<file path="src/hw/rtl/scr_pkg.sv">
`timescale 1ns / 1ps
// ----------------------------------------------------------------------------
// scr_pkg: shared types and constants
// Sizes, command codes, the item structs and the search result struct.
// ----------------------------------------------------------------------------
package scr_pkg;

  localparam int Capacity = 64;
  localparam int SlotBits = $clog2(Capacity);
  localparam int CountBits = $clog2(Capacity + 1);
  localparam int KeyBits = 32;

  localparam logic [1:0] CMD_ACCESS = 2'd0;
  localparam logic [1:0] CMD_REMOVE = 2'd1;

  typedef struct packed {
    logic [1:0]         cmd;
    logic [KeyBits-1:0] key;
  } scr_in_t;

  typedef struct packed {
    logic               hit;
    logic               evicted_valid;
    logic [KeyBits-1:0] evicted_key;
    logic               removed;
  } scr_out_t;

  // Result of one search pass over the slot array.
  typedef struct packed {
    logic                hit;
    logic [SlotBits-1:0] hit_slot;
    logic                free_found;
    logic [SlotBits-1:0] free_slot;
  } scr_search_t;

endpackage

</file>
<file path="src/hw/rtl/scr_search.sv">
`timescale 1ns / 1ps
// ----------------------------------------------------------------------------
// scr_search: sequential slot scanner
// Steps one slot a cycle through the key memory, comparing each valid entry
// against the key and noting the first free slot on the way.
// ----------------------------------------------------------------------------
module scr_search
  import scr_pkg::*;
(
  input  logic                clk,
  input  logic                rst,
  input  logic                start,
  input  logic [KeyBits-1:0]  key,
  input  logic [Capacity-1:0] valid,
  input  logic [KeyBits-1:0]  rd_key,
  output logic [SlotBits-1:0] rd_addr,
  output logic                done,
  output scr_search_t         result
);

  logic                busy;
  logic                rd_pending;
  logic [SlotBits-1:0] cnt;
  logic [SlotBits-1:0] pend_slot;
  logic                last;

  assign rd_addr = cnt;

  // Walk the address, then compare the registered read in the following cycle.
  always_ff @(posedge clk) begin
    if (rst) begin
      busy <= 1'b0;
      rd_pending <= 1'b0;
      last <= 1'b0;
      done <= 1'b0;
      cnt <= '0;
    end else begin
      done <= 1'b0;
      rd_pending <= busy;
      pend_slot <= cnt;
      last <= busy && (cnt == SlotBits'(Capacity - 1));
      if (start) begin
        busy <= 1'b1;
        cnt <= '0;
        result <= '0;
      end else if (busy) begin
        if (cnt == SlotBits'(Capacity - 1)) begin
          busy <= 1'b0;
        end
        cnt <= cnt + 1'b1;
      end
      if (rd_pending) begin
        if (valid[pend_slot] && rd_key == key && !result.hit) begin
          result.hit <= 1'b1;
          result.hit_slot <= pend_slot;
        end
        if (!valid[pend_slot] && !result.free_found) begin
          result.free_found <= 1'b1;
          result.free_slot <= pend_slot;
        end
        if (last) begin
          done <= 1'b1;
        end
      end
    end
  end

endmodule

</file>
<file path="src/hw/rtl/second_chance_replacement_top.sv">
`timescale 1ns / 1ps
// ----------------------------------------------------------------------------
// second_chance_replacement_top: second-chance replacement key store
// Fully associative store with FIFO order and a reference mark per entry.
// ----------------------------------------------------------------------------
// One item at a time. The lookup scans the key memory one slot per cycle
// through a single comparator. After the scan come the decision step and
// the output step; a hit or a remove that misses goes straight from one to
// the other. A remove that hits adds an unlink step, and an insert into a
// store with room adds an insert step. On a full store a miss adds an
// eviction step and a wait for the victim's key, then the insert, plus a
// move and a wait for each marked entry moved from tail to head before the
// victim is found. The result is held in an output register until taken;
// the next item is accepted once that register is free. No clearing pass
// is needed.
module second_chance_replacement_top
  import scr_pkg::*;
(
  input  logic                 clk,
  input  logic                 rst,
  input  logic                 in_valid,
  output logic                 in_ready,
  input  scr_in_t              in_data,
  output logic                 out_valid,
  input  logic                 out_ready,
  output scr_out_t             out_data,
  input  logic                 cfg_valid,
  output logic                 cfg_ready,
  input  logic [CountBits-1:0] cfg_data
);

  localparam logic [3:0] ST_IDLE   = 4'd0;
  localparam logic [3:0] ST_SEARCH = 4'd1;
  localparam logic [3:0] ST_DECIDE = 4'd2;
  localparam logic [3:0] ST_WALK   = 4'd3;
  localparam logic [3:0] ST_EVRD   = 4'd4;
  localparam logic [3:0] ST_INSERT = 4'd5;
  localparam logic [3:0] ST_OUT    = 4'd6;
  localparam logic [3:0] ST_STEP   = 4'd7;
  localparam logic [3:0] ST_UNLINK = 4'd8;

  logic [3:0]           state;
  logic [CountBits-1:0] capacity_in_use;
  logic [CountBits-1:0] cap;
  logic [CountBits-1:0] occupancy;
  logic [SlotBits-1:0]  head_slot;
  logic [SlotBits-1:0]  tail_slot;
  logic [Capacity-1:0]  valid;
  logic [Capacity-1:0]  refd;
  logic [SlotBits-1:0]  up_link [Capacity];
  logic [SlotBits-1:0]  down_link [Capacity];
  logic [KeyBits-1:0]   key_mem [Capacity];
  logic [KeyBits-1:0]   rd_key;
  logic [SlotBits-1:0]  rd_addr;
  logic [SlotBits-1:0]  srch_addr;
  logic                 srch_start;
  logic                 srch_done;
  scr_search_t          srch;
  scr_in_t              cur;
  logic                 wr_en;
  logic [SlotBits-1:0]  wr_addr;
  logic [SlotBits-1:0]  victim;
  logic                 free_found;
  logic [SlotBits-1:0]  free_slot;
  logic [SlotBits-1:0]  link_addr;
  logic [SlotBits-1:0]  up_rd;
  logic [SlotBits-1:0]  down_rd;
  logic                 up_we;
  logic [SlotBits-1:0]  up_wa;
  logic [SlotBits-1:0]  up_wd;
  logic                 down_we;
  logic [SlotBits-1:0]  down_wa;
  logic [SlotBits-1:0]  down_wd;

  assign in_ready  = (state == ST_IDLE) && !out_valid;
  assign cfg_ready = 1'b1;
  assign srch_start = in_valid && in_ready;

  // Effective capacity: zero acts as one, large values are clipped.
  always_comb begin
    cap = capacity_in_use;
    if (cap == '0) begin
      cap = CountBits'(1);
    end
    if (cap > CountBits'(Capacity)) begin
      cap = CountBits'(Capacity);
    end
  end

  scr_search u_search (
    .clk     (clk),
    .rst     (rst),
    .start   (srch_start),
    .key     (cur.key),
    .valid   (valid),
    .rd_key  (rd_key),
    .rd_addr (srch_addr),
    .done    (srch_done),
    .result  (srch)
  );

  // Key memory: one write port, one registered read port.
  assign rd_addr = (state == ST_SEARCH) ? srch_addr : victim;
  assign wr_en   = (state == ST_INSERT);
  assign wr_addr = free_slot;
  always_ff @(posedge clk) begin
    if (wr_en) begin
      key_mem[wr_addr] <= cur.key;
    end
    rd_key <= key_mem[rd_addr];
  end

  // Link read address: the entry being removed, otherwise the tail.
  assign link_addr = (state == ST_DECIDE && cur.cmd == CMD_REMOVE) ?
                     srch.hit_slot : tail_slot;

  // Link writes for moving a marked tail entry, inserting and unlinking.
  always_comb begin
    up_we   = 1'b0;
    up_wa   = head_slot;
    up_wd   = tail_slot;
    down_we = 1'b0;
    down_wa = tail_slot;
    down_wd = head_slot;
    case (state)
      ST_STEP: begin
        if (refd[tail_slot] && occupancy != CountBits'(1)) begin
          up_we   = 1'b1;
          down_we = 1'b1;
        end
      end
      ST_INSERT: begin
        if (free_found && occupancy != '0) begin
          up_we   = 1'b1;
          up_wd   = free_slot;
          down_we = 1'b1;
          down_wa = free_slot;
        end
      end
      ST_UNLINK: begin
        if (occupancy != CountBits'(1) && srch.hit_slot != head_slot &&
            srch.hit_slot != tail_slot) begin
          up_we   = 1'b1;
          up_wa   = down_rd;
          up_wd   = up_rd;
          down_we = 1'b1;
          down_wa = up_rd;
          down_wd = down_rd;
        end
      end
      default: begin
      end
    endcase
  end

  // Link memories: one write port and one registered read port each.
  always_ff @(posedge clk) begin
    if (up_we) begin
      up_link[up_wa] <= up_wd;
    end
    if (down_we) begin
      down_link[down_wa] <= down_wd;
    end
    up_rd <= up_link[link_addr];
    down_rd <= down_link[link_addr];
  end

  // Sequencer and FIFO order update.
  always_ff @(posedge clk) begin
    if (rst) begin
      state <= ST_IDLE;
      capacity_in_use <= CountBits'(Capacity);
      occupancy <= '0;
      head_slot <= '0;
      tail_slot <= '0;
      valid <= '0;
      refd <= '0;
      out_valid <= 1'b0;
    end else begin
      if (cfg_valid) begin
        capacity_in_use <= cfg_data;
      end
      if (out_valid && out_ready) begin
        out_valid <= 1'b0;
      end
      case (state)
        ST_IDLE: begin
          if (srch_start) begin
            cur <= in_data;
            out_data <= '0;
            state <= ST_SEARCH;
          end
        end
        ST_SEARCH: begin
          if (srch_done) begin
            state <= ST_DECIDE;
          end
        end
        ST_DECIDE: begin
          out_data.hit <= srch.hit;
          free_found <= srch.free_found;
          free_slot <= srch.free_slot;
          state <= ST_OUT;
          if (cur.cmd == CMD_ACCESS) begin
            if (srch.hit) begin
              refd[srch.hit_slot] <= 1'b1;
            end else if (occupancy >= cap && occupancy != '0) begin
              state <= ST_STEP;
            end else begin
              state <= ST_INSERT;
            end
          end else if (cur.cmd == CMD_REMOVE && srch.hit) begin
            out_data.removed <= 1'b1;
            state <= ST_UNLINK;
          end
        end
        ST_UNLINK: begin
          // The neighbours of the removed entry have been read; close the gap.
          valid[srch.hit_slot] <= 1'b0;
          refd[srch.hit_slot] <= 1'b0;
          if (occupancy != CountBits'(1)) begin
            if (srch.hit_slot == head_slot) begin
              head_slot <= down_rd;
            end else if (srch.hit_slot == tail_slot) begin
              tail_slot <= up_rd;
            end
          end
          occupancy <= occupancy - 1'b1;
          state <= ST_OUT;
        end
        ST_WALK: begin
          // Wait for the links of the new tail to be read.
          state <= ST_STEP;
        end
        ST_STEP: begin
          // Marked tail entry moves to the head, otherwise it is the victim.
          if (refd[tail_slot]) begin
            refd[tail_slot] <= 1'b0;
            if (occupancy != CountBits'(1)) begin
              tail_slot <= up_rd;
              head_slot <= tail_slot;
            end
            state <= ST_WALK;
          end else begin
            victim <= tail_slot;
            valid[tail_slot] <= 1'b0;
            if (occupancy != CountBits'(1)) begin
              tail_slot <= up_rd;
            end
            occupancy <= occupancy - 1'b1;
            free_found <= 1'b1;
            if (!free_found) begin
              free_slot <= tail_slot;
            end
            state <= ST_EVRD;
          end
        end
        ST_EVRD: begin
          // Wait for the victim's key to be read.
          out_data.evicted_valid <= 1'b1;
          state <= (occupancy < cap) ? ST_INSERT : ST_OUT;
        end
        ST_INSERT: begin
          if (state == ST_INSERT && out_data.evicted_valid == 1'b1) begin
            out_data.evicted_key <= rd_key;
          end
          if (free_found) begin
            valid[free_slot] <= 1'b1;
            refd[free_slot] <= 1'b0;
            if (occupancy == '0) begin
              tail_slot <= free_slot;
            end
            head_slot <= free_slot;
            occupancy <= occupancy + 1'b1;
          end
          state <= ST_OUT;
        end
        ST_OUT: begin
          if (out_data.evicted_valid && out_data.evicted_key == '0) begin
            out_data.evicted_key <= rd_key;
          end
          out_valid <= 1'b1;
          state <= ST_IDLE;
        end
        default: begin
          state <= ST_IDLE;
        end
      endcase
    end
  end

endmodule
</file>
<file path="config.mk">
export PLATFORM = sky130hd
export DESIGN_NAME = second_chance_replacement_top
export DESIGN_NICKNAME = d
export VERILOG_FILES = /design/src/hw/rtl/scr_pkg.sv /design/src/hw/rtl/scr_search.sv /design/src/hw/rtl/second_chance_replacement_top.sv
export SDC_FILE = /design/constraint.sdc
export NUM_CORES = 2
export LEC_CHECK = 0
export ABC_AREA = 0
export BUFFER_PORTS_ARGS = -buffer_cell sky130_fd_sc_hd__buf_2
export CORE_AREA = 3 3 506 508
export DETAILED_ROUTE_END_ITERATION = 10
export DIE_AREA = 0 0 509 511
export GPL_TIMING_DRIVEN = 0
export PLACE_DENSITY = 0.68
export SLEW_MARGIN = 20
export SYNTH_ARGS = -nofsm -noshare
export SYNTH_HDL_FRONTEND = slang
export SYNTH_SLANG_ARGS = --single-unit
</file>
<file path="constraint.sdc">
create_clock -name clk -period 12.83 [get_ports clk]
set_input_delay 1.283 -clock clk [delete_from_list [all_inputs] [get_ports clk]]
set_output_delay 1.283 -clock clk [all_outputs]
set_load 0.005 [all_outputs]
</file>
==> summary.txt <==
Place
  – Area after DPL: approximately 0.14 mm^2
  – RD Place Congestion: 1.05
  – DP Worst Slack: 6900 ps
  – Final HPWL DP: about 330000 um
  – I/O Buffers: 80

Logic synthesis
  – Synthesized Nets: approximately 7600
  – Cells after synthesis: approximately 7600
  – Post-synth top flop: edfxtp_1
  – Synth Cell Area: ~0.13 mm^2
  – Number of flops mapped to enable cells by yosys: 2918
  – Top-area cell type share of the netlist area: between 60% and 70%
  – Mean post-synth cell area: about 17 um^2
  – Yosys reg bits: about 3100
  – FFs w/ async S/R, synth: 0%
  – Synth Warn #: 0
  – Sequential area share after synthesis: approximately 73%
  – Leading area contributor after synthesis: edfxtp_1
  – Top cells by area, synth: edfxtp_1 (70%), mux4_2 (8.7%), dfxtp_1 (3.4%)
  – Synth cell types: just under 90

Setup path
  – Critical path depth: 10
  – Critical path capture point type: flop
  – Critical Path AT: between 6000 and 7000 ps
  – Cells on worst reg2reg path: 10
  – Reg-to-reg slack, setup: 6770 ps
  – FF-to-FF Start: u_search.result[11]
  – Largest stage delay, worst path: ~1200 ps
  – Critical path fanouts, max: between 40 and 50
  – CP Cell Sequence: clkbuf_1 > xor2_1 > nor4_1 > nand3_1 > a21oi_1 > a221o_1 > clkbuf_4 > buf_12 > nand3b_1 > nor3_1
  – Worst Setup SP: u_search.result[11]
  – CP Data Required Time: between 10000 and 15000 ps
  – Slowest-stage cell, CP: nor3_1
  – Startpoint class of the critical path: flop
  – R2r endpoint: down_link[13][5]
  – CP Class: reg -> reg
  – WP buf/inv: 3
  – Top delay family on crit path: simple AND/OR/NAND/NOR gates
  – Setup crit end: down_link[13][5]

CTS
  – # Post-CTS Setup Buffers: 0
  – TritonCTS clock tree: built
  – CTS HTree Levels: 5
  – Clk_lat worst skew: approximately 1000 ps
  – Clock buffer count from CTS: about 330
  – Num Clock Sinks: 3131
  – Cts hold-fix bufs: 0
  – CTS max path bufs: 4
  – Worst-path clk slew: ~60 ps
  – Root Driver: clkbuf_16
  – Resized Gates After CTS: 0

Timing
  – Hold_ws: approximately 460 ps
  – Slew HR: just over 9%
  – # setup viols final: 0
  – RSZ-0062 raised after global routing: no
  – FMAX: around 160 MHz
  – Setup_tns: 0 ps
  – Final hold violation count: 0
  – Final Skew: approximately 90 ps
  – Final slew viol count: 0
  – Worst slew pin tran: between 1000 and 1500 ps
  – Fin crit share: between 40% and 50%
  – Fin crit period: between 6000 and 7000 ps
  – Setup ws final: slightly below 7000 ps

Global routing
  – Grt total ovfl: 0
  – Vias in the first global route: 77104
  – First-pass GRT wire length: approximately 620000 um
  – Initial antenna violation count: 26
  – Largest net degree at the start of global routing: 69
  – Gr usage total: 34.8%

Cells and area
  – Multi-input logic area: ~0.032 mm^2
  – # fillers: between 15000 and 20000
  – FF+latch area: around 0.09 mm^2
  – Share of layout cells above drive strength 1: 19.4%
  – Final nets: between 8000 and 9000
  – Post-route cell area: 0.147 mm^2
  – Area delta synth->final: 16.5%

Floorplan
  – Cell Rows: approximately 180
  – CORE AREA: ~0.25 mm^2
  – Die H: 511 um
  – Initial Util: between 50% and 60%
  – Die W: 509 um
  – I/O pin count: 84
  – Total Die Area: 0.260 mm^2

Routing
  – Initial DRC Count: roughly 13000
  – Routed vias: roughly 80000
  – Routed length per placed instance: approximately 39 um
  – Drt total wl: 458000 um
  – DRT antenna net count: 0
  – Via/cell ratio: a little under 7
  – First-pass DRT Iterations: 9
  – DRC: 0

Pwr
  – Pwr Density: approximately 170 mW/mm^2
  – Lkg Pwr: 47.6 nW
  – VDD IR-drop max: 0.000158 V

Run status
  – Status: completed

Run
  – Maxcap violations: 0

Hold path
  – Worst Hold Class: reg -> reg
logic make-up (layout without fill, tap and decap cells):
family,after synthesis,in the layout,share of synthesized area [%]
adders and majority gates,11,11,0.109
xor gates and xnor gates,52,52,0.362
buffers and inverters,611,1529,2.15
muxes,844,844,11.6
DFF,3131,3131,73.0
AOI/OAI and AO/OA,1180,1180,6.42
and+or+nand+nor,1747,1747,6.34
other,1,19,0.00298
state kept, by name, indices dropped and copies added, names as in the netlist, 7 cells and up:
name,cells
key_mem,2048
refd,64
u_search.result,14
capacity_in_use,7
out_data,35
valid,64
occupancy,7
up_link,384
down_link,384
cur,34
rd_key,32
per-stage QoR:
| step | util (%) | power [mW] | std cells |
|---|---|---|---|
| floorplan | - | 14.0 | 7577 |
| global placement | 51.8 | 15.8 | 11005 |
| detailed placement | 54.2 | 15.9 | 11260 |
| CTS | 58.2 | 24.9 | 11842 |
| global route | 58.3 | 25.5 | 11847 |
| finish | 58.3 | 25.0 | 11861 |
per-layer routing:
| layer | wire (um) | global-route usage (%) | vias to the layer above |
|---|---|---|---|
| met5 | 79 | 0 | - |
| met2 | 206000 | 52.7 | 6266 |
| met1 | 159000 | 45.5 | 40745 |
| met3 | 57800 | 9.10 | 1399 |
| li1 | - | - | 31708 |
| met4 | 34900 | 20.8 | 10 |
cell usage after synthesis (35+ instances only):
library cell  number
a2111o_1          35
a211oi_1         104
a21oi_1          257
a221oi_1          73
a31oi_1           85
and2_1            44
buf_1             53
buf_2            102
clkbuf_1         325
dfxtp_1          213
edfxtp_1        2918
inv_1             75
mux2_2            44
mux2i_1          310
mux4_2           489
nand2_1          790
nand3_1          300
nor2_1           221
nor3_1           170
o211ai_1          55
o21ai_0          219
o22ai_1           63
xor2_1            39
report_power, final:
part	switching [mW]	total (mW)	internal, mW
logic	2.82	4.19	1.37
clock network	3.94	9.12	5.18
registers	0.224	11.7	11.5
layout make-up:
type | count | share of cell area (%)
timing repair buffer | 336 | 3.87
sequential | 3131 | 62.7
inverter | 78 | 0.212
multi-input combinational | 3835 | 21.8
tap | 3348 | 2.86
antenna | 18 | 0.0307
buffer | 533 | 1.67
clock buffer | 410 | 6.02
clock inverter | 172 | 0.884
how the worst min path moves through the flow:
stage,from,end,slack [ps],depth (start not counted)
after floorplan,tail_slot[1],victim[1],400,0
after global placement,u_search.rd_addr[4],u_search.pend_slot[4],420,0
after detailed placement,u_search.rd_addr[4],u_search.pend_slot[4],430,0
after CTS,in_data[2],cur[2],430,1
after global routing,in_data[2],cur[2],440,1
final,u_search.rd_addr[4],u_search.pend_slot[4],460,0
cells in the final DEF (no fill, tap or decap), types with 30 or more instances in the layout:
cell type / count
nand3_1: 300
a31oi_1: 85
mux2i_1: 307
nor2_4: 65
xor2_1: 39
buf_8: 75
a221oi_1: 71
mux4_2: 489
clkbuf_16: 338
buf_12: 77
buf_1: 46
nor3_1: 142
buf_16: 91
nand4_1: 30
buf_4: 42
inv_1: 70
and2_1: 44
nor4_1: 32
a21oi_1: 256
o22ai_1: 63
nand2_1: 790
buf_2: 190
clkinv_2: 56
nor2_1: 153
edfxtp_1: 2918
o211ai_1: 55
a211oi_1: 104
o21ai_0: 219
clkinv_1: 68
clkbuf_1: 371
mux2_2: 40
a2111o_1: 35
a22oi_1: 32
dfxtp_1: 213
Power figures use the tool's default switching activity.
